<file path="src/smcs_pkg.sv">
package smcs_pkg;

    // Sample format and fixed constants.
    localparam int SAMPLE_W      = 24;
    localparam int FRAC_BITS     = SAMPLE_W - 4;
    localparam int LOG_DEPTH_DEF = 256;
    localparam int LOG_DEPTH_MAX = 4096;
    localparam int QUEUE_DEPTH   = 2;

    localparam logic [23:0] ENV_ONE = 24'h800000;
    localparam logic [15:0] SHAPE_K = 16'd1966;

    // Reset values of the configuration registers.
    localparam logic [2:0]  MODE_RESET    = 3'd0;
    localparam logic [23:0] ATTACK_RESET  = 24'd34914;
    localparam logic [23:0] RELEASE_RESET = 24'd2912;
    localparam logic        STEREO_RESET  = 1'b1;

    // Mode codes.
    localparam logic [2:0] MODE_OFF     = 3'd0;
    localparam logic [2:0] MODE_PRESET1 = 3'd1;
    localparam logic [2:0] MODE_PRESET4 = 3'd4;

    // Configuration register indexes.
    localparam logic [1:0] CFG_MODE    = 2'd0;
    localparam logic [1:0] CFG_ATTACK  = 2'd1;
    localparam logic [1:0] CFG_RELEASE = 2'd2;
    localparam logic [1:0] CFG_STEREO  = 2'd3;

    // Preset tables: threshold magnitude in log2 Q.16, slope Q0.16, makeup Q1.22.
    localparam logic [17:0] THR_LOG [4] = '{18'd174165, 18'd195935, 18'd217706, 18'd261247};
    localparam logic [15:0] SLOPE   [4] = '{16'd49152, 16'd57344, 16'd60075, 16'd62259};
    localparam logic [22:0] MAKEUP  [4] = '{23'd4984940, 23'd5924612, 23'd7041414,
                                           23'd8368737};

    typedef struct packed {
        logic signed [SAMPLE_W-1:0] left_in;
        logic signed [SAMPLE_W-1:0] right_in;
        logic                       block_last;
    } in_item_t;

    typedef struct packed {
        logic signed [SAMPLE_W-1:0] left_out;
        logic signed [SAMPLE_W-1:0] right_out;
        logic                       block_last_out;
    } out_item_t;

    typedef struct packed {
        logic [2:0]  comp_mode;
        logic [23:0] attack_coeff;
        logic [23:0] release_coeff;
        logic        stereo_enable;
    } cfg_t;

    // Classified request as it travels from the front end to the back end.
    typedef struct packed {
        logic                       bypass;
        logic [1:0]                 sel;
        logic                       peak_zero;
        logic [4:0]                 peak_exp;
        logic [22:0]                peak_frac;
        logic signed [SAMPLE_W-1:0] left_s;
        logic signed [SAMPLE_W-1:0] right_s;
        logic                       last;
    } qitem_t;

    typedef logic [16:0] log_arr_t [0:LOG_DEPTH_MAX];
    typedef logic [30:0] exp_arr_t [0:LOG_DEPTH_MAX];

    // Truncating Q1.30 power by square and multiply.
    function automatic logic [63:0] qpow(input logic [63:0] base_in, input int k_in);
        logic [63:0] acc;
        logic [63:0] base;
        int          k;
        acc  = 64'd1 << 30;
        base = base_in;
        k    = k_in;
        while (k != 0) begin
            if ((k & 1) != 0)
                acc = (acc * base) >> 30;
            base = (base * base) >> 30;
            k = k >> 1;
        end
        return acc;
    endfunction

    // log2(1+i/depth) in Q0.16, built by repeated squaring.
    function automatic log_arr_t build_log_tab(input int depth);
        log_arr_t    tab;
        logic [63:0] x;
        logic [16:0] v;
        int          sh;
        tab = '{default: '0};
        sh  = $clog2(depth);
        for (int i = 0; i < depth; i++) begin
            x = (64'(depth + i) << 30) >> sh;
            v = '0;
            for (int b = 0; b < 16; b++) begin
                x = (x * x) >> 30;
                v = {v[15:0], 1'b0};
                if (x >= (64'd1 << 31)) begin
                    v[0] = 1'b1;
                    x = x >> 1;
                end
            end
            tab[i] = v;
        end
        tab[depth] = 17'd65536;
        return tab;
    endfunction

    // 2^(-i/depth) in Q1.30, stepped by the largest ratio whose power stays at or above 0.5.
    function automatic exp_arr_t build_exp_tab(input int depth);
        exp_arr_t    tab;
        logic [63:0] lo;
        logic [63:0] hi;
        logic [63:0] mid;
        tab = '{default: '0};
        lo  = 64'd1 << 29;
        hi  = 64'd1 << 30;
        while (lo < hi) begin
            mid = lo + ((hi - lo + 64'd1) >> 1);
            if (qpow(mid, depth) >= (64'd1 << 29))
                lo = mid;
            else
                hi = mid - 64'd1;
        end
        tab[0] = 31'd1 << 30;
        for (int i = 1; i <= depth; i++)
            tab[i] = 31'((64'(tab[i-1]) * lo) >> 30);
        tab[depth] = 31'd1 << 29;
        return tab;
    endfunction

endpackage

</file>
<file path="src/smcs_front.sv">
module smcs_front (
    input  smcs_pkg::in_item_t sample_data,
    input  smcs_pkg::cfg_t     cfg,
    output smcs_pkg::qitem_t   item
);

    logic signed [23:0] right_v;
    logic [23:0]        mag_l;
    logic [23:0]        mag_r;
    logic [23:0]        peak;
    logic [4:0]         msb;
    logic [23:0]        shifted;

    // Mono mode drops the right sample before anything else sees it.
    assign right_v = cfg.stereo_enable ? sample_data.right_in : 24'sd0;
    assign mag_l   = sample_data.left_in[23] ? 24'(~sample_data.left_in + 24'sd1)
                                             : 24'(sample_data.left_in);
    assign mag_r   = right_v[23] ? 24'(~right_v + 24'sd1) : 24'(right_v);
    assign peak    = (mag_r > mag_l) ? mag_r : mag_l;

    // Position of the leading one of the peak.
    always_comb
    begin
        msb = '0;
        for (int k = 0; k < 24; k++)
            if (peak[k])
                msb = 5'(k);
    end

    assign shifted = peak << (5'd23 - msb);

    // Classify the request for the back end.
    always_comb
    begin
        item.bypass    = (cfg.comp_mode == smcs_pkg::MODE_OFF);
        item.sel       = 2'd0;
        if (cfg.comp_mode >= smcs_pkg::MODE_PRESET1 && cfg.comp_mode <= smcs_pkg::MODE_PRESET4)
            item.sel = 2'(cfg.comp_mode - smcs_pkg::MODE_PRESET1);
        item.peak_zero = (peak == '0);
        item.peak_exp  = msb;
        item.peak_frac = shifted[22:0];
        item.left_s    = sample_data.left_in;
        item.right_s   = right_v;
        item.last      = sample_data.block_last;
    end

endmodule

</file>
<file path="config.mk">
export PLATFORM = sky130hd
export DESIGN_NAME = smcs_front
export DESIGN_NICKNAME = d
export VERILOG_FILES = /design/src/smcs_pkg.sv /design/src/smcs_front.sv
export SDC_FILE = /design/constraint.sdc
export NUM_CORES = 1
export LEC_CHECK = 0
export BUFFER_PORTS_ARGS = -buffer_cell sky130_fd_sc_hd__buf_2
export CAP_MARGIN = 20
export CORE_MARGIN = 5
export CORE_UTILIZATION = 56
export DETAILED_ROUTE_END_ITERATION = 8
export PLACE_DENSITY = 0.91
export SLEW_MARGIN = 20
export SYNTH_ARGS = -nofsm -noshare
export SYNTH_HDL_FRONTEND = slang
export SYNTH_SLANG_ARGS = --single-unit
</file>
<file path="constraint.sdc">
create_clock -name vclk -period 10.8
set_input_delay 0.54 -clock vclk [all_inputs]
set_output_delay 0.54 -clock vclk [all_outputs]
set_load 0.01 [all_outputs]
</file>
# ---- Word-level counts from Yosys, hierarchy flattened
# Cells that the tools add are included.
dict set report word_totals {
  reg_bits 0
  in_bits 101
  out_inout_bits 81
  elab_cells 41
}
dict set report op_classes {
  add_sub_neg 4
  n_lt_le_gt_ge 3
  n_shift 1
  n_mux 28
  n_bitwise 2
  n_reduce_logical 3
}
# op n
set op_table {}
lappend op_table {{5-bit two-way mux} 22}
lappend op_table {{24-bit two-way mux} 4}
lappend op_table {{24-bit by 2-bit adder with 24-bit output (second input constant)} 2}
lappend op_table {{24-bit NOT} 2}
lappend op_table {{24-bit > comparator} 1}
lappend op_table {{24-bit zero test} 1}
lappend op_table {{24-bit by 5-bit left shift with 23-bit output} 1}
lappend op_table {{5-bit subtractor (first input constant)} 1}
lappend op_table {{3-bit by 1-bit greater-or-equal comparator with 1-bit output (second input constant)} 1}
lappend op_table {{3-bit <= comparator (second input constant)} 1}
lappend op_table {{3-bit zero test} 1}
lappend op_table {{2-bit two-way mux} 1}
lappend op_table {{2-bit by 1-bit subtractor with 2-bit output (second input constant)} 1}
lappend op_table {{1-bit logical AND} 1}
lappend op_table {{1-bit two-way mux} 1}

# ---- Longest topological paths before layout
dict set report depth {
  word_depth 31
  ltp_mapped 28
  mapped_depth_nobuf 21
}

# ---- Least setup slack after synthesis
# OpenSTA, ideal clock, no wires.
dict set report synth_path {
  kind {in2out}
  from {input port cfg[0] (netlist name)}
  to {output port item[64] (netlist name)}
  arrival_time_ns 6.357
  required_time_ns 10.260
  setup_slack_ns 3.903
  cell_stages 26
  n_path_buf 8
  cell_sequence {clkbuf_1 -> clkbuf_1 -> clkbuf_1 -> clkbuf_1 -> nand2_1 -> ha_1 -> or3b_2 -> clkbuf_1 -> nor2_1 -> a41oi_1 -> mux2_2 -> ha_1 -> nand4_1 -> or2_2 -> a21oi_1 -> or4_1 -> o21ai_0 -> clkbuf_1 -> clkbuf_1 -> mux2i_1 -> a21oi_1 -> a21oi_2 -> buf_2 -> mux2i_1 -> mux2i_1 -> o21ai_0}
}
# item line_no
set synth_rtl {}
lappend synth_rtl {{start: declaration} smcs_front.sv:3} ;# input smcs_pkg::cfg_t cfg,
lappend synth_rtl {{end: declaration} smcs_front.sv:4} ;# output smcs_pkg::qitem_t item

==> impl_metrics.yaml <==
pwr:
  total_power_w: 0.000545
  ir_drop_v: 0.0000481
  p_per_area_mw_per_mm2: 111
  p_leak_nw: 2.23
cells_and_area:
  n_antenna_cell: 0
  clock_buffers: 0
  drive_gt1_share_pct: 24.5
  final_util_pct: 63.6
  area_delta_synth_final_pct: 10.3
  seq_area_um2: 0
  layout.cells.non_filler: 834
  num-nets-final: 863
  final.fill_count: 712
  design.seq.count: 0
placed_design:
  dp.cells: 834
  gp_congestion: 0.954
  portBuffers: 131
  dp_hpwl_um: 12000
grt:
  grt_usage_pct: 27.6
  antenna_found_initial: 0
  grt_remaining_overflow: 0
  first_global_vias: 5162
  grt_max_degree: 55
  grt_pass1_wl_um: 23800
worst_setup_path:
  crit_path_end_kind: "primary output"
  crit_path_max_fanout: 54
  required_ns: 10.26
  start_kind: "primary input"
  worstPathArrival_ns: 7.57
  criticalPathCategory: "in -> out"
sta:
  finalCritPeriodShare_pct: 75.1
  fmax_ghz: 0.123
  finalHoldViolCount: 0
  relSlewSlack_pct: 22.0
  tightest_slew_ns: 1.16
  fin_worst_hold_slack_ns: 1.08
  fin_crit_ns: 8.11
  fin_setup_tns_ns: 0
  drv_slew: 0
  rsz0062_at_grt: "false"
  setup-violations-final: 0
drt:
  m1WireLength_um: 5840
  routed_wirelength_um: 14700
  routed-wl-met2_um: 7280
  drtAntennaViolNets: 0
  top_layer: "met4"
  drtIter0Drc: 488
  via_per_inst: 6.59
  wl_per_cell_um: 17.7
  drt_pre_antenna_iters: 6
  post-route-drc-count: 0
  wl_met3_um: 1210
  vias: 5500
floorplan:
  die_h_um: 99.2
  rows: 32
  ioPinCount: 182
  initial_core_util_pct: 57.6
  die_x_um: 99.2
  core_area_mm2: 0.00773
  die_area_mm2: 0.00983
logic_synthesis:
  yosysWarnings: 0
  synth_top_area_share_pct: 9.22
  ys_seq_area_share_pct: 0
  synth_cell_types: 83
  synthCells: 661
  avgSynthCellArea_um2: 6.73
  syn_nets: 790
  yosysMostFrequentCell: "nor2_1"
  synth_common_cells: "62 x nor2_1, 53 x nand2_1, 43 x a21oi_1"
  synth.largest_area_cell: "mux2i_1"
  ys_top_cells_by_area: "mux2i_1 9.2%, ha_1 7.9%, nor2_1 5.2%, a21oi_1 4.8%, and2_1 4.5%"
  netlist_area_mm2: 0.00445
status:
  outcome: "finished clean"
hold_path:
  whs_endpoint: "item[0]"
  hold_depth: 0
  hp-start: "sample_data[0]"
  hp-class: "in -> out"
run:
  max_cap_viol_count: 0
clock_tree:
  cts_resized: 0
  cts_setup_buffers: 0
  cts_hold_buffers: 0
cells by family after synthesis:
logic type / share of synthesized area (%)
and+or+nand+nor: 30.3
AOI/OAI and AO/OA: 30.4
buffers and inverters: 10.0
muxes: 13.7
xor gates and xnor gates: 7.62
adders and majority gates: 7.87
other: 0.0842
through the flow:
step,area (um2),worst slack (ns)
3_5_place_dp,4910,2.91
3_3_place_gp,4910,3.01
5_1_grt,4910,2.18
6_report,4910,2.69
4_1_cts,4910,2.91
2_1_floorplan,4450,3.90
power breakdown:
group          switching (W)  internal (W)
sequential                 0             0
clock                      0             0
combinational       0.000330      0.000215
total               0.000330      0.000215
worst max path at each step:
stage / start / to / slack (ns) / depth (start not counted)
after global routing: cfg[0] / item[68] / 2.18 / 23
after floorplan: cfg[0] / item[64] / 3.90 / 26
after CTS: cfg[0] / item[68] / 2.91 / 23
after global placement: cfg[0] / item[68] / 3.01 / 23
final: cfg[0] / item[68] / 2.69 / 23
after detailed placement: cfg[0] / item[68] / 2.91 / 23
cells in the final DEF, fill, tap and decap left out, types with 5 or more instances in the layout:
cell type,count
o31ai_1,11
ha_1,28
nor3_1,17
xor2_1,21
inv_1,22
nor4_1,10
or2_2,6
o22ai_1,7
or4_1,6
nand4_1,16
a22oi_1,10
o21a_1,5
mux2_2,13
nand2_1,53
buf_2,131
nand3_1,12
a211oi_1,9
mux2i_1,41
nor2_1,62
o21ai_0,31
or3_1,5
and2_1,32
a31oi_1,7
nand2b_1,8
o211ai_1,7
a21o_1,5
nor2b_1,6
a21oi_1,43
xnor2_1,14
metal layers:
metal,vias to the layer above,global-route usage (%)
met1,2548,33.4
li1,2606,-
met2,304,50.7
met3,42,3.09
met4,0,8.61
met5,-,0
layout make-up:
type | count | area [um2] | share of cell area (%)
multi-input cells | 573 | 4020 | 81.8
well taps | 102 | 128 | 2.60
repair buffers | 132 | 663 | 13.5
inverters | 27 | 104 | 2.11
worst max-delay path: stages:
cell	delay, ns
buf_2	0.29
nand2_1	0.24
ha_1	0.27
or3b_2	0.54
nor2_1	0.40
a31oi_1	0.18
xnor2_1	0.39
inv_1	0.16
ha_1	0.31
nand4_1	0.11
or2_2	0.35
nor3_1	0.30
o31a_1	0.26
o21ai_4	0.07
buf_4	0.29
a2111oi_0	0.61
o31ai_1	0.20
a21oi_2	0.72
inv_2	0.37
mux2i_1	0.43
mux2i_1	0.16
o211ai_1	0.18
buf_2	0.16
Power figures use the tool's default switching activity.
