<file path="config.mk">
export PLATFORM = sky130hd
export DESIGN_NAME = smcs_queue
export DESIGN_NICKNAME = d
export VERILOG_FILES = /design/src/smcs_pkg.sv /design/src/smcs_queue.sv
export SDC_FILE = /design/constraint.sdc
export NUM_CORES = 1
export LEC_CHECK = 0
export ABC_CLOCK_PERIOD_IN_PS = 6900
export BUFFER_PORTS_ARGS = -buffer_cell sky130_fd_sc_hd__buf_2
export CORE_MARGIN = 3
export CORE_UTILIZATION = 56
export CTS_BUF_LIST = sky130_fd_sc_hd__clkbuf_16
export DETAILED_ROUTE_END_ITERATION = 10
export GPL_ROUTABILITY_DRIVEN = 0
export PLACE_DENSITY_LB_ADDON = 0.2
export SLEW_MARGIN = 20
export SYNTH_ARGS = -nofsm -noshare
export SYNTH_HDL_FRONTEND = slang
export SYNTH_SLANG_ARGS = --single-unit
</file>
<file path="constraint.sdc">
create_clock -name clk -period 6.9 [get_ports clk]
set_clock_uncertainty 0.15 [all_clocks]
set_input_delay 0.69 -clock clk [delete_from_list [all_inputs] [get_ports clk]]
set_output_delay 0.69 -clock clk [all_outputs]
set_load 0.02 [all_outputs]
</file>
<file path="src/smcs_pkg.sv">
package smcs_pkg;

    // Sample format and fixed constants.
    localparam int SAMPLE_W      = 24;
    localparam int FRAC_BITS     = SAMPLE_W - 4;
    localparam int LOG_DEPTH_DEF = 256;
    localparam int LOG_DEPTH_MAX = 4096;
    localparam int QUEUE_DEPTH   = 2;

    localparam logic [23:0] ENV_ONE = 24'h800000;
    localparam logic [15:0] SHAPE_K = 16'd1966;

    // Reset values of the configuration registers.
    localparam logic [2:0]  MODE_RESET    = 3'd0;
    localparam logic [23:0] ATTACK_RESET  = 24'd34914;
    localparam logic [23:0] RELEASE_RESET = 24'd2912;
    localparam logic        STEREO_RESET  = 1'b1;

    // Mode codes.
    localparam logic [2:0] MODE_OFF     = 3'd0;
    localparam logic [2:0] MODE_PRESET1 = 3'd1;
    localparam logic [2:0] MODE_PRESET4 = 3'd4;

    // Configuration register indexes.
    localparam logic [1:0] CFG_MODE    = 2'd0;
    localparam logic [1:0] CFG_ATTACK  = 2'd1;
    localparam logic [1:0] CFG_RELEASE = 2'd2;
    localparam logic [1:0] CFG_STEREO  = 2'd3;

    // Preset tables: threshold magnitude in log2 Q.16, slope Q0.16, makeup Q1.22.
    localparam logic [17:0] THR_LOG [4] = '{18'd174165, 18'd195935, 18'd217706, 18'd261247};
    localparam logic [15:0] SLOPE   [4] = '{16'd49152, 16'd57344, 16'd60075, 16'd62259};
    localparam logic [22:0] MAKEUP  [4] = '{23'd4984940, 23'd5924612, 23'd7041414,
                                           23'd8368737};

    typedef struct packed {
        logic signed [SAMPLE_W-1:0] left_in;
        logic signed [SAMPLE_W-1:0] right_in;
        logic                       block_last;
    } in_item_t;

    typedef struct packed {
        logic signed [SAMPLE_W-1:0] left_out;
        logic signed [SAMPLE_W-1:0] right_out;
        logic                       block_last_out;
    } out_item_t;

    typedef struct packed {
        logic [2:0]  comp_mode;
        logic [23:0] attack_coeff;
        logic [23:0] release_coeff;
        logic        stereo_enable;
    } cfg_t;

    // Classified request as it travels from the front end to the back end.
    typedef struct packed {
        logic                       bypass;
        logic [1:0]                 sel;
        logic                       peak_zero;
        logic [4:0]                 peak_exp;
        logic [22:0]                peak_frac;
        logic signed [SAMPLE_W-1:0] left_s;
        logic signed [SAMPLE_W-1:0] right_s;
        logic                       last;
    } qitem_t;

    typedef logic [16:0] log_arr_t [0:LOG_DEPTH_MAX];
    typedef logic [30:0] exp_arr_t [0:LOG_DEPTH_MAX];

    // Truncating Q1.30 power by square and multiply.
    function automatic logic [63:0] qpow(input logic [63:0] base_in, input int k_in);
        logic [63:0] acc;
        logic [63:0] base;
        int          k;
        acc  = 64'd1 << 30;
        base = base_in;
        k    = k_in;
        while (k != 0) begin
            if ((k & 1) != 0)
                acc = (acc * base) >> 30;
            base = (base * base) >> 30;
            k = k >> 1;
        end
        return acc;
    endfunction

    // log2(1+i/depth) in Q0.16, built by repeated squaring.
    function automatic log_arr_t build_log_tab(input int depth);
        log_arr_t    tab;
        logic [63:0] x;
        logic [16:0] v;
        int          sh;
        tab = '{default: '0};
        sh  = $clog2(depth);
        for (int i = 0; i < depth; i++) begin
            x = (64'(depth + i) << 30) >> sh;
            v = '0;
            for (int b = 0; b < 16; b++) begin
                x = (x * x) >> 30;
                v = {v[15:0], 1'b0};
                if (x >= (64'd1 << 31)) begin
                    v[0] = 1'b1;
                    x = x >> 1;
                end
            end
            tab[i] = v;
        end
        tab[depth] = 17'd65536;
        return tab;
    endfunction

    // 2^(-i/depth) in Q1.30, stepped by the largest ratio whose power stays at or above 0.5.
    function automatic exp_arr_t build_exp_tab(input int depth);
        exp_arr_t    tab;
        logic [63:0] lo;
        logic [63:0] hi;
        logic [63:0] mid;
        tab = '{default: '0};
        lo  = 64'd1 << 29;
        hi  = 64'd1 << 30;
        while (lo < hi) begin
            mid = lo + ((hi - lo + 64'd1) >> 1);
            if (qpow(mid, depth) >= (64'd1 << 29))
                lo = mid;
            else
                hi = mid - 64'd1;
        end
        tab[0] = 31'd1 << 30;
        for (int i = 1; i <= depth; i++)
            tab[i] = 31'((64'(tab[i-1]) * lo) >> 30);
        tab[depth] = 31'd1 << 29;
        return tab;
    endfunction

endpackage

</file>
<file path="src/smcs_queue.sv">
module smcs_queue (
    input  logic             clk,
    input  logic             rst_n,
    input  logic             push,
    input  smcs_pkg::qitem_t push_item,
    output logic             full,
    input  logic             pop,
    output logic             not_empty,
    output smcs_pkg::qitem_t head
);

    localparam int PW = (smcs_pkg::QUEUE_DEPTH > 1) ? $clog2(smcs_pkg::QUEUE_DEPTH) : 1;
    localparam int CW = $clog2(smcs_pkg::QUEUE_DEPTH + 1);
    localparam logic [PW-1:0] LAST_PTR = PW'(smcs_pkg::QUEUE_DEPTH - 1);

    smcs_pkg::qitem_t entry_reg [smcs_pkg::QUEUE_DEPTH];
    logic [PW-1:0]    wr_ptr_reg, wr_ptr_next;
    logic [PW-1:0]    rd_ptr_reg, rd_ptr_next;
    logic [CW-1:0]    count_reg, count_next;

    assign full      = (count_reg == CW'(smcs_pkg::QUEUE_DEPTH));
    assign not_empty = (count_reg != '0);
    assign head      = entry_reg[rd_ptr_reg];

    // Pointer and fill bookkeeping.
    always_comb
    begin
        wr_ptr_next = wr_ptr_reg;
        rd_ptr_next = rd_ptr_reg;
        count_next  = count_reg;
        if (push)
            wr_ptr_next = (wr_ptr_reg == LAST_PTR) ? '0 : wr_ptr_reg + PW'(1);
        if (pop)
            rd_ptr_next = (rd_ptr_reg == LAST_PTR) ? '0 : rd_ptr_reg + PW'(1);
        if (push && !pop)
            count_next = count_reg + CW'(1);
        else if (pop && !push)
            count_next = count_reg - CW'(1);
    end

    always_ff @(posedge clk or negedge rst_n)
    begin
        if (!rst_n)
        begin
            wr_ptr_reg <= '0;
            rd_ptr_reg <= '0;
            count_reg  <= '0;
        end
        else
        begin
            wr_ptr_reg <= wr_ptr_next;
            rd_ptr_reg <= rd_ptr_next;
            count_reg  <= count_next;
        end
    end

    // Entry storage needs no reset.
    always_ff @(posedge clk)
    begin
        if (push)
            entry_reg[wr_ptr_reg] <= push_item;
    end

endmodule

</file>
; ---- Yosys cells after proc, flatten, opt, wreduce, memory -nomap -nowiden
; Memories as Yosys holds them, arrays and structs flattened.
; Cells that the tools add are included.
; Widths: inputs -> output; s select.
[classes]
mux = 6
n_addsub = 4
n_eq_ne = 1
n_reduce_logical = 6
[ops]
columns = operator, count
row1 = $mux 1, 4
row2 = $mux 2, 2
row3 = $reduce_bool 2->1, 2
row4 = $add 1x1->1 const B, 2
row5 = $add 2x1->2 const B, 1
row6 = $eq 2x2->1 const B, 1
row7 = $logic_and 1x1->1, 2
row8 = $logic_not 1->1, 2
row9 = $sub 2x1->2 const B, 1
[totals]
word_cells = 21
output_inout_bits = 83
n_memories = 1
register_bits = 4
mem_bits_rw = 162
in_bits = 85
[mem_list]
columns = name, words, word_bits, rd, rd_clocked_by_memory_dff, write_ports, line_no
row1 = entry_reg, 2, 81, 1, 0, 1, smcs_queue.sv:16  ; smcs_pkg::qitem_t entry_reg [smcs_pkg::QUEUE_DEPTH];

; ---- Longest topological paths before layout
; Gate-level depths: netlist of the first run.
[logic_depth]
depth_word = 4
ltp_mapped = 5
mapped_depth_nobuf = 5

; ---- Least setup slack after synthesis of the first run
; No wires, ideal clock.
[synth_timing]
kind = input-to-reg
start = input push
end = memory entry_reg[0][0] in the netlist's numbering (enable)
required_time_ns = 6.219
arrival_ns = 4.231
slack_ns = 1.989
stages = 1
path_buffers = 0
setup_time_ns = 0.531
cell_sequence = nor2b_1
[synth_between]
elab_chain_len = 2
[synth_lines]
columns = element, line_no
row1 = from (decl), smcs_queue.sv:4  ; input logic push,
row2 = $mux 1, smcs_queue.sv:60  ; if (push)
row3 = $mux 1 (implied by the code), smcs_queue.sv:61  ; entry_reg[wr_ptr_reg] <= push_item;
row4 = to (decl), smcs_queue.sv:16
; No other way between the ends.

==> impl_metrics.ini, run 1 <==
[run_status]
status = finished clean

[logic_synthesis]
synth_top_family_by_area = multiplexers
synthCells = 268
synth_area_per_cell_um2 = 24.01
synth_seq_cells = 166
synth-simple-area-share_pct = 0.4473
ys_seq_area_share_pct = 77.17
syn_nets = 354
synth_cell_types = 14
synth_xor_xnor_area_share_pct = 0.6807
synth-compound-area-share_pct = 0
yosysWarnings = 0
synth_adder_area_share_pct = 0.1945
synthMuxAreaShare_pct = 18.79
syn_area_um2 = 6434

[cts]
h-tree-depth = 4
root_buffer = clkbuf_16
clk_latency_ps = 400
post_cts_buffers = 0
clock-sinks = 166
tritoncts = built
cts_buffer_depth = 2
clk_pin_slew_worst_paths_ps = 60
cts_made_buffers = 17

[power_and_ir_drop]
power_density_nw_per_um2 = 439.7
p_leak_uw = 0.003244
ir_drop_v = 0.0002897

[floorplan]
die-area_um2 = 12810
ioPinCount = 168
die_h_um = 113.2
start_util_pct = 58.33
core_area_um2 = 11030
die_w_um = 113.2
fp-row-count = 38

[sta]
slew_headroom_pct = 32.74
setup_violations = 0
worstMarginPinSlew_ps = 1007
final-max-slew-violation-count = 0
fin_crit_ps = 3530
fmax_mhz = 283.3
fin_setup_tns_ps = 0
post-route-period-util_pct = 51.16
hold_viol = 0
rsz0062_at_grt = no

[layout]
register_area_um2 = 4969
multi_input_area_um2 = 1304
fillers = 700
syn2layout_area_growth_pct = 23.26
final_area_um2 = 7930
largest_reg_flops = 162
nets = 535
drive_gt1_share_pct = 60.82

[grt]
grt.total_usage_pct = 17.01
grt_overflow = 0
grt_pass1_vias = 3131
grt_max_degree = 82
antenna_found_initial = 1
grt_pass1_wl_um = 16360

[critical_path]
crit_slowest_cell = dfrtp_4
crit_chain = buf_4 > mux2_2 > buf_2
startpoint_type = flip-flop
end_kind = output pin
cp_max_fo = 43
crit_required_ps = 6060
worstSetupPathType = flip-flop to output pin
crit_path_max_incr_delay_ps = 910
crit_arrival_ps = 2690

[routing]
drt-wirelength-per-cell_um = 17.51
ant_nets = 0
drt-vias-per-instance = 5.035
drt_pass1_iterations = 4
routed_wirelength_um = 10560
num_vias = 3036
drc_errors = 0
drt_iter0_drc = 201

[placement]
dpl.hpwl_um = 6897
placed_cell_area_um2 = 7302
port_buffers = 167

[worst_hold_path]
hp-class = input pin to flip-flop

[flow_run]
max_cap_viol_count = 0
power breakdown:
part | total, µW | switching, µW | internal [µW]
Clock | 923 | 358 | 565
Sequential | 1460 | 116 | 1340
Combinational | 1110 | 585 | 523
Total | 3490 | 1060 | 2430
metrics by stage:
stage	utilization, %	cells	hold slack [ps]	setup WS, ps	total power (µW)
final	71.89	603	320.3	3370	3487
after global routing	71.89	603	302.9	3231	3636
after CTS	71.62	601	302.1	3341	3520
after detailed placement	66.20	568	322.7	3796	2595
after global placement	66.20	568	312.1	3782	2578
after floorplan	-	268	244.4	1989	2384
per-layer routing:
layer,vias to the layer above,track usage [%],part of all wire [%]
met3,15,6.578,8.8
met5,-,0,0
met4,0,6.731,1.3
li1,1424,-,-
met1,1487,20.90,40
met2,110,27.37,50
layout by cell type, fill, tap and decap left out, drive strengths merged, types with 2 or more instances in the layout:
master | netlist | routed
buf | 9 | 170
edfxtp | 162 | 162
inv | 1 | 5
mux2 | 81 | 81
bufinv | 0 | 3
nor2b | 2 | 2
clkbuf | 0 | 17
xor2 | 4 | 4
clkinvlp | 0 | 2
clkinv | 0 | 6
dfrtp | 4 | 4
cell usage after synthesis, drive strengths merged:
cell	n	area (µm²)
dfrtp	4	100.1
edfxtp	162	4865
mux2	81	1209
ha	1	12.51
buf	9	171.4
nor2	1	3.750
or2	1	6.260
xnor2	1	8.760
nor2b	2	12.51
and2	1	6.260
xor2	4	35.03
inv	1	3.750
critical path: cells and delay by family, from the launching register on:
kind / cells / cell delay [ps]
flops: 1 / 910
buf+inv: 2 / 900
mux: 1 / 400
kinds of logic after synthesis:
| group | after synthesis |
|---|---|
| DFF | 166 |
| muxes | 81 |
| buffers and inverters | 10 |
| xor gates and xnor gates | 5 |
| and+or+nand+nor | 5 |
| adders and majority gates | 1 |
final timing paths:
check,from,to,slack [ps],cells after the start
worst max register to register,wr_ptr_reg,entry_reg[0][66],4440,2
worst min-delay path,push_item[52],entry_reg[1][52],320,1
worst min register to register,count_reg[1],count_reg[1],330,1
min in group asynchronous,rst_n,count_reg[0],460,2
max in group asynchronous,rst_n,rd_ptr_reg,6000,2
worst max-delay path,rd_ptr_reg,head[61],3370,3
area by class of cell:
class,count,area share [%]
Inverter,1,0.04733
Antenna cell,1,0.03156
Clock buffer,17,5.364
Multi-Input combinational cell,92,16.44
Clock inverter,15,2.051
Sequential cell,166,62.65
Timing Repair Buffer,171,11.20
Tap cell,140,2.209
what timing repair did:
item,in CTS,in global routing
endpoints found under the hold margin,4,0
gates resized for setup,0,0
hold buffers,1,0
Note: power is estimated with default switching activity, not from simulation.
==> run 2: changes to the inputs <==
--- a/config.mk
+++ b/config.mk
@@ -5,10 +5,11 @@
 export SDC_FILE = /design/constraint.sdc
 export NUM_CORES = 1
 export LEC_CHECK = 0
-export ABC_CLOCK_PERIOD_IN_PS = 6900
+export ABC_AREA = 1
+export ABC_CLOCK_PERIOD_IN_PS = 3180
 export BUFFER_PORTS_ARGS = -buffer_cell sky130_fd_sc_hd__buf_2
 export CORE_MARGIN = 3
-export CORE_UTILIZATION = 56
+export CORE_UTILIZATION = 47
 export CTS_BUF_LIST = sky130_fd_sc_hd__clkbuf_16
 export DETAILED_ROUTE_END_ITERATION = 10
 export GPL_ROUTABILITY_DRIVEN = 0
==> constraint.sdc (replaced) <==
create_clock -name clk -period 3.18 [get_ports clk]
set_clock_uncertainty 0.15 [all_clocks]
set_input_delay 0.318 -clock clk [delete_from_list [all_inputs] [get_ports clk]]
set_output_delay 0.318 -clock clk [all_outputs]
set_load 0.02 [all_outputs]
==> run 2 against run 1 <==
Clock power is 100% higher. Register-to-register slack worse by 3000 ps. Final area is 11% higher. Combinational power is 130% higher. Global-route usage is 1.2 points lower. Sequential share of layout area is 6.3 points lower. Critical endpoint is now head[30]. Core utilization is 5.8 points lower. Worst hold slack worse by 220 ps. Die area is 18% higher.
==> impl_metrics.ini, run 2 <==
[critical_path]
worstSetupPathType = flip-flop to output pin
crit_start = rd_ptr_reg
r2r-start = wr_ptr_reg
crit_required_ps = 2710
cp_top_family = flip-flops
timing.reg2reg.setup_slack_ps = 1410
path_buf_inv = 2
cp_max_fo = 31
crit_path_max_incr_delay_ps = 790
crit_slowest_cell = dfrtp_4
r2r_cells = 2
end_kind = output pin
crit_chain = buf_12 > mux2_4 > buf_2
crit_arrival_ps = 2080
r2r-end = entry_reg[0][17]
startpoint_type = flip-flop

[logic_synthesis]
synth_area_per_cell_um2 = 23.29
yosysTopAreaCell = edfxtp_1
synth_ff_type = edfxtp_1
synth_cell_types = 14
synthTopCellsByArea = edfxtp_1 75%, mux2_4 18%, buf_12 2.5%, dfrtp_1 1.6%, inv_1 0.41%
yosysTopAreaCellShare_pct = 75.41
synthCells = 277
synth_seq_cells = 166
yosysWarnings = 0
syn_nets = 363
yosysMostFrequentCell = edfxtp_1
ys_seq_area_share_pct = 76.96
syn_area_um2 = 6451
synth-async-reset-ratio_pct = 2.410
yosys-top-cells-count = 162 x edfxtp_1, 79 x mux2_4, 8 x buf_12, 7 x inv_1, 6 x nand2_1
synth_edf_count = 162

[sta]
slew_headroom_pct = 61.62
fmax_mhz = 392.0
worstMarginPinSlew_ps = 575.7
final-max-slew-violation-count = 0
fin_ws_ps = 628.8
hold_viol = 0
rsz0062_at_grt = no
fin_crit_ps = 2551
setup_violations = 0
whs_ps = 100.5
post-route-period-util_pct = 80.23
fin_setup_tns_ps = 0

[cts]
h-tree-depth = 4
clk_pin_slew_worst_paths_ps = 60
clock-sinks = 166
root_buffer = clkbuf_16
cts_made_buffers = 17
cts_resized = 0
clk_latency_ps = 410
tritoncts = built
cts_buffer_depth = 2

[layout]
syn2layout_area_growth_pct = 36.70
n_antenna_cell = 0
drive_gt1_share_pct = 50.72
layout_common_cells = 167 x buf_2, 162 x edfxtp_1, 84 x dlygate4sd3_1
fillers = 944
nets = 630
largest_reg_flops = 162
final_common_cell = buf_2

[flow_run]
max_cap_viol_count = 0

[floorplan]
die_h_um = 123.2
ioPinCount = 168
fp-row-count = 42
start_util_pct = 48.33
die-area_um2 = 15170
core_area_um2 = 13350
die_w_um = 123.2

[routing]
drt_iter0_drc = 195
drt-wirelength-per-cell_um = 15.86
num_vias = 3398
routed_wirelength_um = 11610
ant_nets = 0
drt_pass1_iterations = 4
drc_errors = 0
drt-vias-per-instance = 4.642

[grt]
grt_max_degree = 69
antenna_found_initial = 0
grt_pass1_wl_um = 17750
grt.total_usage_pct = 15.77
grt_overflow = 0
grt_pass1_vias = 3600

[power_and_ir_drop]
power.share.clock_pct = 24.8
power_density_nw_per_um2 = 860.0
combPwrFrac_pct = 34.0
p_leak_uw = 0.003625
ir_drop_v = 0.0004789
seq_power_share_pct = 41.2
p_sw_uw = 2326
p_int_uw = 5258
power.share.switching_pct = 30.67

[placement]
dpl.hpwl_um = 7128
port_buffers = 167
pre_cts_slack_ps = 1053

[run_status]
status = finished clean

[worst_hold_path]
hp-class = input pin to async pin
==> run 2: changes by cell type after synthesis, sizes merged, moves of 2 or more <==
cell and change:
inv +6, nand2 +6, nor2b -2, xor2 -2
==> run 2: kinds of logic after synthesis <==
group                      synth area share (%)
DFF                                       76.96
xor gates and xnor gates                 0.4074
buffers and inverters                     3.064
and+or+nand+nor                          0.6400
adders and majority gates                0.1939
muxes                                     18.74
==> run 2: per-layer routing <==
layer	share of wire (%)	wire length, µm	vias up	global-route usage (%)
met2	52	6075	121	27.15
li1	-	-	1618	-
met1	39	4571	1640	17.87
met4	2.3	268	0	7.266
met3	6.0	695	19	5.078
met5	0	0	-	0
==> run 2: repair_timing <==
| item | CTS | global route |
|---|---|---|
| hold endpoints to repair | 168 | 0 |
| hold buffers | 84 | 0 |
| setup buffers | 0 | 0 |
==> run 2: area by class of cell <==
class	instances	area (µm²)	share of cell area [%]
clock buffer	17	425.4	4.824
clock inverter	14	121.4	1.376
inverter	7	27.53	0.3121
timing repair buffer	257	1759	19.95
sequential	166	4969	56.34
tap	176	220.2	2.497
multi-input combinational	95	1296	14.70
==> run 2: worst max-delay path by stage <==
stage	to	slack [ps]	cells after the start
2_1_floorplan	entry_reg[0][0]	70	1
3_3_place_gp	head[55]	1060	3
3_5_place_dp	head[52]	1050	3
4_1_cts	head[69]	600	3
5_1_grt	head[52]	540	3
6_report	head[30]	630	3
==> run 2: power by group through the flow <==
stage / logic [µW] / registers [µW] / clock network [µW]
floorplan: 2100 / 3060 / 0
global placement: 2520 / 3150 / 0
detailed placement: 2540 / 3170 / 0
CTS: 2630 / 3130 / 1930
global route: 2750 / 3170 / 2020
finish: 2580 / 3120 / 1880
==> run 2: stage by stage <==
| step | utilization (%) | instance area (µm²) | power [µW] | cells |
|---|---|---|---|---|
| final | 66.07 | 8818 | 7584 | 732 |
| after detailed placement | 55.67 | 7431 | 5710 | 617 |
| after global routing | 66.07 | 8818 | 7943 | 732 |
| after floorplan | - | 6454 | 5158 | 277 |
| after global placement | 55.67 | 7431 | 5675 | 617 |
| after CTS | 66.07 | 8818 | 7692 | 732 |
==> run 3: changes to the inputs <==
--- a/config.mk
+++ b/config.mk
@@ -6,7 +6,7 @@
 export NUM_CORES = 1
 export LEC_CHECK = 0
 export ABC_AREA = 1
-export ABC_CLOCK_PERIOD_IN_PS = 3180
+export ABC_CLOCK_PERIOD_IN_PS = 2250
 export BUFFER_PORTS_ARGS = -buffer_cell sky130_fd_sc_hd__buf_2
 export CORE_MARGIN = 3
 export CORE_UTILIZATION = 47
==> constraint.sdc (replaced) <==
create_clock -name clk -period 2.25 [get_ports clk]
set_clock_uncertainty 0.15 [all_clocks]
set_input_delay 0.225 -clock clk [delete_from_list [all_inputs] [get_ports clk]]
set_output_delay 0.225 -clock clk [all_outputs]
set_load 0.02 [all_outputs]
==> run 3 against run 2 <==
Total power is 48% higher. Combinational power increased by 48%. Worst hold slack better by 240 ps. Setup slack got worse by 480 ps. Wire length about the same. Core utilization grew 0.92 points. Cell count increased by 0.27%. Via count hardly changed. Global-route usage increased by 0.19 points. Non-clock buffer count increased by 1. Die area stayed put. Final area up 1.4%.
==> impl_metrics.ini, run 3 (synthesized netlist as in run 2, its figures left out) <==
[run_status]
status = finished clean

[floorplan]
fp-row-count = 42
die-area_um2 = 15170
start_util_pct = 48.33
die_h_um = 123.2
die_w_um = 123.2
ioPinCount = 168
core_area_um2 = 13350

[layout]
final_common_cell = buf_2
largest_reg_flops = 162
n_antenna_cell = 0
nets = 631
syn2layout_area_growth_pct = 38.60
layout_common_cells = 167 x buf_2, 162 x edfxtp_1, 85 x dlygate4sd3_1
fin_cells = 734
drive_gt1_share_pct = 50.54

[cts]
h-tree-depth = 4
cts_made_buffers = 17
clk_pin_slew_worst_paths_ps = 60
cts_resized = 0
root_buffer = clkbuf_16
clock-sinks = 166
cts_buffer_depth = 2
clk_latency_ps = 410
tritoncts = built

[routing]
num_vias = 3401
ant_nets = 0
drt-vias-per-instance = 4.634
routed_wirelength_um = 11610
drt_pass1_iterations = 4
drt-wirelength-per-cell_um = 15.81
drc_errors = 0
drt_iter0_drc = 177

[worst_hold_path]
holdPathStages = 2
hold_start = count_reg[1]
whs_endpoint = count_reg[1]
hp-class = flip-flop to flip-flop

[flow_run]
max_cap_viol_count = 0

[critical_path]
startpoint_type = flip-flop
end_kind = output pin
r2r-end = entry_reg[1][32]
crit_start = rd_ptr_reg
timing.reg2reg.setup_slack_ps = 680
worstSetupPathType = flip-flop to output pin
path_buf_inv = 2
crit_path_max_incr_delay_ps = 440
r2r-start = wr_ptr_reg
crit_slowest_cell = dfrtp_4
cp_top_family = buffers and inverters
crit_chain = buf_12 > mux2_4 > buf_2
crit_required_ps = 1880
r2r_cells = 3
crit_arrival_ps = 1730
cp_max_fo = 48

[sta]
rsz0062_at_grt = no
fin_crit_ps = 2106
post-route-period-util_pct = 93.58
fmax_mhz = 474.9
whs_ps = 344.6
setup_violations = 0
final-max-slew-violation-count = 0
fin_setup_tns_ps = 0
slew_headroom_pct = 67.89
hold_viol = 0
worstMarginPinSlew_ps = 481.7

[power_and_ir_drop]
power_density_nw_per_um2 = 1251
total_power_uw = 11190
ir_drop_v = 0.0006849
p_leak_uw = 0.003678

[grt]
grt_pass1_wl_um = 18060
grt_overflow = 0
grt.total_usage_pct = 15.96
antenna_found_initial = 0
grt_max_degree = 49
grt_pass1_vias = 3607

[placement]
port_buffers = 167
dpl.hpwl_um = 7148
place_inst = 617
## run 3: cell types whose count changed in the layout (fill, tap and decap cells not counted)
| cell | before | now |
|---|---|---|
| bufinv_16 | 2 | 6 |
| buf_4 | 3 | 2 |
| inv_1 | 9 | 10 |
| clkinv_2 | 4 | 1 |
| dlygate4sd3_1 | 84 | 85 |
| clkinv_4 | 1 | 0 |
| buf_12 | 3 | 4 |
## run 3: cell type report
| cell class | instances | area, µm² |
|---|---|---|
| flip-flops and latches | 166 | 4969 |
| fillers | 943 | 4407 |
| repair buffers | 258 | 1782 |
| multi-input cells | 95 | 1296 |
| clock buffers | 17 | 425.4 |
| well taps | 176 | 220.2 |
| clock inverters | 15 | 219.0 |
| inverters | 7 | 30.03 |
## run 3: per-layer routing
metal,vias to the layer above,part of all wire (%),track usage (%)
met4,0,1.9,7.474
met3,18,6.0,4.666
met1,1640,41,19.27
met5,-,0,0
met2,120,51,26.47
li1,1623,-,-
## run 3: where the power goes
part / internal, µW / leakage, µW / switching [µW]
logic: 1750 / 0.00179 / 2060
registers: 4110 / 0.00157 / 168
clock network: 2050 / 0.000324 / 1050
## run 3: what timing repair did
action,4_1_cts,5_1_grt
endpoints found under the hold margin,168,0
setup buffers,0,0
hold buffers,85,0
## run 3: worst max path at each step
stage | to | depth (start not counted) | slack [ps]
5_1_grt | head[18] | 3 | 100
6_report | head[11] | 3 | 140
2_1_floorplan | entry_reg[1][0] | 2 | 10
4_1_cts | head[16] | 3 | 130
3_5_place_dp | head[16] | 3 | 580
3_3_place_gp | head[16] | 3 | 590
## run 3: metrics by stage
stage	util [%]	worst slack [ps]	area, µm²
floorplan	-	13.58	6462
global placement	55.78	589.0	7446
detailed placement	55.78	582.0	7446
CTS	66.99	127.9	8941
global route	66.99	97.17	8941
finish	66.99	144.4	8941
## run 3: worst register-to-register path: stages (launching register included)
cell	delay [ps]
dfrtp_1	420
nand2_1	110
clkinvlp_4	100
buf_4	410
